$ cat src/sv/assert_macros.svh
// Assertion macros shared by the tracker RTL.
`ifndef ASSERT_MACROS_SVH
`define ASSERT_MACROS_SVH

// The consequent must hold in the same cycle as the antecedent.
`define ASSERT_IMPLIES(label, clk, rst, ante, cons, msg) \
   label: assert property (@(posedge clk) disable iff (rst) (ante) |-> (cons)) \
      else $error(msg);

// The consequent must hold in the cycle after the antecedent.
`define ASSERT_NEXT(label, clk, rst, ante, cons, msg) \
   label: assert property (@(posedge clk) disable iff (rst) (ante) |=> (cons)) \
      else $error(msg);

`endif

$ cat src/sv/cpct_pkg.sv
// Package with the shared types and constants of the pair contact tracker.
`default_nettype none

package cpct_pkg;

   // Field widths of one request.
   localparam int POS_W    = 24;
   localparam int SIZE_W   = 16;

   // Scaled sizes and the derived quantities.
   localparam int SIZE_SCALE = 100;
   localparam int SCALED_W   = 23;   // 65535 * 100 fits in 23 bits
   localparam int SUM_W      = 24;   // sum of two scaled sizes
   localparam int DIFF_W     = 25;   // difference of two positions
   localparam int ABS2_W     = 26;   // doubled absolute difference
   localparam int DELTA_W    = 27;   // doubled circle center difference
   localparam int PROD_W     = 54;   // square of a doubled center difference

   // Shape kinds.
   localparam logic KIND_RECT   = 1'b0;
   localparam logic KIND_CIRCLE = 1'b1;

   // Contact events.
   typedef enum logic [1:0] {
      EV_NONE  = 2'd0,
      EV_ENTER = 2'd1,
      EV_STAY  = 2'd2,
      EV_EXIT  = 2'd3
   } event_type;

   // Commands from the controller to the datapath.
   typedef struct packed {
      logic clear;
      logic capture;
      logic scale;
      logic sums;
      logic mul_x;
      logic mul_y;
      logic mul_r;
      logic finish;
   } cmd_type;

   // Status from the datapath to the controller.
   typedef struct packed {
      logic clear_last;
      logic rsp_free;
   } sts_type;

endpackage

`default_nettype wire

$ cat src/sv/cpct_ctrl.sv
// Controller state machine of the pair contact tracker.
`default_nettype none

module cpct_ctrl (
   input  wire logic              clock,
   input  wire logic              reset,
   input  wire logic              req_valid,
   output logic                   req_ready,
   input  wire cpct_pkg::sts_type sts,
   output cpct_pkg::cmd_type      cmd
);

`include "assert_macros.svh"

   typedef enum logic [7:0] {
      S_CLEAR = 8'b00000001,
      S_IDLE  = 8'b00000010,
      S_SCALE = 8'b00000100,
      S_SUMS  = 8'b00001000,
      S_MULX  = 8'b00010000,
      S_MULY  = 8'b00100000,
      S_MULR  = 8'b01000000,
      S_DONE  = 8'b10000000
   } state_type;

   state_type state_ff;
   state_type state_in;

   // Next state and commands.
   always_comb begin
      state_in = state_ff;
      cmd      = '0;
      case (state_ff)
         S_CLEAR: begin
            cmd.clear = 1'b1;
            if (sts.clear_last) begin
               state_in = S_IDLE;
            end
         end
         S_IDLE: begin
            if (req_valid) begin
               cmd.capture = 1'b1;
               state_in    = S_SCALE;
            end
         end
         S_SCALE: begin
            cmd.scale = 1'b1;
            state_in  = S_SUMS;
         end
         S_SUMS: begin
            cmd.sums = 1'b1;
            state_in = S_MULX;
         end
         S_MULX: begin
            cmd.mul_x = 1'b1;
            state_in  = S_MULY;
         end
         S_MULY: begin
            cmd.mul_y = 1'b1;
            state_in  = S_MULR;
         end
         S_MULR: begin
            cmd.mul_r = 1'b1;
            state_in  = S_DONE;
         end
         S_DONE: begin
            // Hold the result until the output register can take it.
            if (sts.rsp_free) begin
               cmd.finish = 1'b1;
               state_in   = S_IDLE;
            end
         end
         default: begin
            state_in = S_IDLE;
         end
      endcase
   end

   // State register; reset starts the table clearing pass.
   always_ff @(posedge clock) begin
      if (reset) begin
         state_ff <= S_CLEAR;
      end else begin
         state_ff <= state_in;
      end
   end

   assign req_ready = (state_ff == S_IDLE);

   `ASSERT_IMPLIES(a_finish_has_room, clock, reset, cmd.finish, sts.rsp_free,
      "result loaded while the output register is still full")
   `ASSERT_NEXT(a_single_capture, clock, reset, cmd.capture, !req_ready,
      "second request accepted while one is in flight")
   `ASSERT_IMPLIES(a_no_accept_in_clear, clock, reset, cmd.clear, !req_ready,
      "request accepted during the table clearing pass")

endmodule

`default_nettype wire

$ cat config.mk
export PLATFORM = sky130hd
export DESIGN_NAME = cpct_ctrl
export DESIGN_NICKNAME = d
export VERILOG_FILES = /design/src/sv/cpct_pkg.sv /design/src/sv/cpct_ctrl.sv
export VERILOG_INCLUDE_DIRS = /design/src /design/src/sv
export SDC_FILE = /design/constraint.sdc
export NUM_CORES = 1
export LEC_CHECK = 0
export ABC_CLOCK_PERIOD_IN_PS = 1430
export BUFFER_PORTS_ARGS = -buffer_cell sky130_fd_sc_hd__buf_2
export CAP_MARGIN = 30
export CORE_AREA = 2 2 39 41
export DETAILED_ROUTE_END_ITERATION = 8
export DIE_AREA = 0 0 41 43
export GPL_TIMING_DRIVEN = 0
export PLACE_DENSITY = 0.62
export SLEW_MARGIN = 15
export SYNTH_ARGS = -nofsm -noshare
export SYNTH_HDL_FRONTEND = slang
export SYNTH_SLANG_ARGS = --single-unit
$ cat constraint.sdc
create_clock -name clock -period 1.43 [get_ports clock]
set_input_delay 0.2145 -clock clock [delete_from_list [all_inputs] [get_ports clock]]
set_output_delay 0.2145 -clock clock [all_outputs]
set_load 0.005 [all_outputs]
==> results.md <==
- The most frequently used cell type in the post-synthesis netlist is sky130_fd_sc_hd__dfxtp_1.
- The clock tree buffer depth is 2.
- The final net count is 88.
- Summing the areas of all compound-gate instances in the mapped netlist gives about 9.6% of the synthesized area.
- The startpoint kind of the worst setup timing path is a register.
- In this run the horizontal extent of the chip is between 40 and 50 um.
- Summed over all layers, the global routing overflow is 0.
- The largest registers in the layout are state_ff (8).
- The count of hold buffers inserted by post-cts repair is 0.
- The netlist area before placement is 442.9 um2.
- For this block, the initial DRC count from the detailed router was 13.
- Global routing used 14.20% of the available tracks across all layers.
- The register with the most flip-flops in the layout has 8 of them.
- The gate count after technology mapping is 49.
- Cells with a size suffix above 1 make up 64.20% of the layout.
- The total met3 wirelength after detailed routing is 77 um.
- Summed over all layers, the routed wires come to 1098 um.
- The kind of critical path is register to output pin.
- Of all cell types, the one taking the most synthesized area is sky130_fd_sc_hd__dfxtp_1.
- The number of warnings issued by yosys is 0.
- The smallest clock period supported by the final layout is computed as 1.661 ns.
- The area of the core is 1384 um2.
- The run finished, with violations left.
- At the pin with the least slew margin, the transition time is 0.2325 ns.
- Multiplexer cells account for 0% of the synthesized area.
- The hold violation count in the final report is 0.
- The overall die area is 1763 um2.
- Ranked by instance count, the synthesized netlist is headed by 8 x sky130_fd_sc_hd__dfxtp_1, 6 x sky130_fd_sc_hd__nor2_1, 4 x sky130_fd_sc_hd__inv_1, 4 x sky130_fd_sc_hd__nor3_1.
- The first global-routing pass estimated 1662 um of wire.
- In this run the tightest slew margin relative to its limit is 84.38%.
- The top layer used by detailed routing is met4.
- In this run, synthesis inferred 0 flip-flops with an integrated enable.
- The total of buffers placed on input and output ports is 13.
- The top-area cell type share of the netlist area is 36.16%.
- The clock transition time at the flip-flop clock pins of the worst setup and hold paths is 0.05 ns.
- Setup repair after global routing could not meet its margin everywhere.
- The worst-case vdd ir drop is 0.0003280 V.
- The mean instance size in the synthesized netlist is 9.039 um2.
- The number of logic stages on the critical path including buffering is 5.
- Once routing completed, OpenROAD measured the worst setup slack at -0.2311 ns.
- The largest fanout of any net on the critical path is 4.
- The average wire length per cell after detail routing is 11.32 um.
- 14 I/O pins were placed.
- Ranked by total cell area, the synthesized netlist is headed by sky130_fd_sc_hd__dfxtp_1 36%, sky130_fd_sc_hd__nor2_1 5.1%, sky130_fd_sc_hd__nor4_4 4.8%, sky130_fd_sc_hd__nor3_1 4.5%, sky130_fd_sc_hd__and3_1 4.2%.
- The register bit total from synthesis is 8.
- Across the run, the number of max-cap violations was 0.
- The number of global-route vias before repair is 430.
- The y dimension of the die is 43 um.
- The clock latency at the later pin of the worst-skew pair is 0.26 ns.
- The number of stages on the worst hold path is 2.
- The worst reg-to-reg path cell count is 7.
- The largest family of logic cells by synthesized area is simple AND/OR/NAND/NOR gates.
- The largest net degree at the start of global routing is 8.
- For this run, asynchronously set or reset flops after synthesis account for 0%.
- In this run the worst hold path is classified as primary input to register.
- The met1 wire length is 466 um.
- The signal arrival time at the worst endpoint is around 1.5 ns.
- The number of max-slew violations in the final report is 0.
- Synthesis produced a netlist with a net count of 54.
- The number of nets with antenna violations after detailed routing is 0.
- Dividing total power by cell area gives a power density of 685.4 nW/um2.
- On the final layout, the worst clock skew is 0.001879 ns.
- Detailed routing inserted a total of 474 vias.
- In this design, the stage delay of the slowest critical-path cell is 0.36 ns.
- The analysis attributes to cell leakage a power of ~0.34 nW.
- The adder-cell area share of the yosys netlist is 0%.
- Counting the buffers created by CTS gives 3.
- The H-tree depth reported by CTS is 1.
- The vias per cell is a little under 5.
- The slowest stage of the critical path belongs to the cell sky130_fd_sc_hd__or3_4.
- The count of antenna diodes in the layout is 0.
- Counting every sink on the clock net gives 8.
- STA classifies the critical path endpoint as an output pin.
- Together, buffers and inverters on the worst path number 1.
- The setup-violating endpoint count in the final report is 11.
- For this run, the register share of the synthesized area comes to ~36%.
- In this run, distinct cell masters in the synthesized netlist total 23.
- Traced cell by cell, the critical path runs through nor2_4 > nand2_4 > or3_4 > nor3b_2 > buf_2.
- At the end of routability-driven placement, the weighted congestion stood at 0.6950.
- For this run, the detailed router's first-pass iteration total came to 4.
- The final reports fail on negative setup slack.
- The portion of the clock cycle consumed by the worst path in the final layout is 116.2%.
- For this run, the share of the core covered by cells in the final layout is between 50% and 60%.
- Timing would allow up to between 600 and 700 MHz.
- Broken down by cell family, the worst path's largest delay share belongs to simple AND/OR/NAND/NOR gates.
- The area growth from synthesis to layout is 64.41%.
- For this configuration, the core starts out at a cell density of 32.01%.
- The total length of routed met2 wires is a little over 500 um.
- The root buffer cell chosen for the clock tree is sky130_fd_sc_hd__clkbuf_4.
- The critical path data required time is roughly 1.2 ns.
- The post-synthesis share of cell area spent on xor and xnor gates is 1.977%.
- Among all flip-flop cells after synthesis, the most frequent one is sky130_fd_sc_hd__dfxtp_1.
- The wire-length estimate of the detail-placed layout is 657.8 um.
- The initial antenna violation count was 0.
- Ranked by flip-flop count, first place goes to state_ff.
- The clock tree from TritonCTS is yes.
- Timing analysis after detailed placement gives a worst setup slack of -0.1640 ns.
- The simple logic cell fraction of the synthesized area is 47.18%.
- The number of DRC violations after detailed routing is 0.
- The floorplan has 14 rows.
==> final timing paths <==
check                           start  slack (ns)                       end
max          state_ff[6]$_SDFFE_PP0P_       -0.23                    cmd[3]
min                             reset        0.13  state_ff[7]$_SDFFE_PP0P_
max reg2reg  state_ff[6]$_SDFFE_PP0P_       -0.10  state_ff[5]$_SDFFE_PP0P_
min reg2reg  state_ff[4]$_SDFFE_PP0P_        0.55  state_ff[6]$_SDFFE_PP0P_
==> cell families (layout without fill, tap and decap cells) <==
family                 after synthesis  after routing
AND/OR/NAND/NOR                     31             31
flip-flops                           8              8
buffers and inverters                5             37
AO/OA/AOI/OAI                        4              4
XOR/XNOR                             1              1
==> worst reg2reg max path: stages, from the launching register on <==
cell and delay (ns):
sky130_fd_sc_hd__dfxtp_2 0.36, sky130_fd_sc_hd__nor2_4 0.06, sky130_fd_sc_hd__buf_4 0.12, sky130_fd_sc_hd__buf_4 0.12, sky130_fd_sc_hd__buf_4 0.13, sky130_fd_sc_hd__a41o_1 0.24
sky130_fd_sc_hd__o21bai_4 0.21, sky130_fd_sc_hd__nor4b_2 0.20
==> routing by layer <==
metal  vias to the layer above  global-route usage, %
li1                        239                      -
met1                       214                  16.23
met5                         -                      0
met3                         5                  3.141
met2                        16                  21.88
met4                         0                  10.00
==> per-stage QoR <==
step	power [mW]	cell area, um2	hold WS, ns	instances	setup TNS, ns
2_1_floorplan	0.2776	442.9	0.2869	49	0
3_3_place_gp	0.2976	528.0	0.3991	78	-0.2304
3_5_place_dp	0.2984	528.0	0.3989	78	-0.2880
4_1_cts	0.4982	686.9	0.1153	93	-0.9687
5_1_grt	0.5164	728.2	0.1335	97	-1.914
6_report	0.4991	728.2	0.1272	97	-1.208
==> placed cells by master (no fill, tap or decap), drive strengths merged, types with 2 or more instances in the layout <==
cell	count
or3	2
nand3b	2
dfxtp	8
nor4	2
nor2b	3
nor2	8
clkbuf	3
nor3	4
inv	4
buf	30
nand2	2
and3	3
nor3b	2
==> cell type report <==
cell class                      instances  area, um2
Fill cell                             140      655.6
Inverter                                4      15.01
Multi-Input combinational cell         36      302.8
Tap cell                               16      20.02
Sequential cell                         8      171.4
Clock buffer                            3      22.52
Timing Repair Buffer                   30      196.4
==> timing repair <==
action	CTS	global route
buffers inserted	13	5
pin swaps	12	5
endpoints found under the setup margin	11	15
resized for setup	15	4
hold endpoints to repair	0	0
==> report_power, final <==
| group | leakage (nW) | switching (mW) | internal, mW |
|---|---|---|---|
| sequential | 0.0681 | 0.00760 | 0.228 |
| clock | 0.0138 | 0.0787 | 0.0961 |
| combinational | 0.255 | 0.0395 | 0.0488 |
Power figures use the tool's default switching activity.
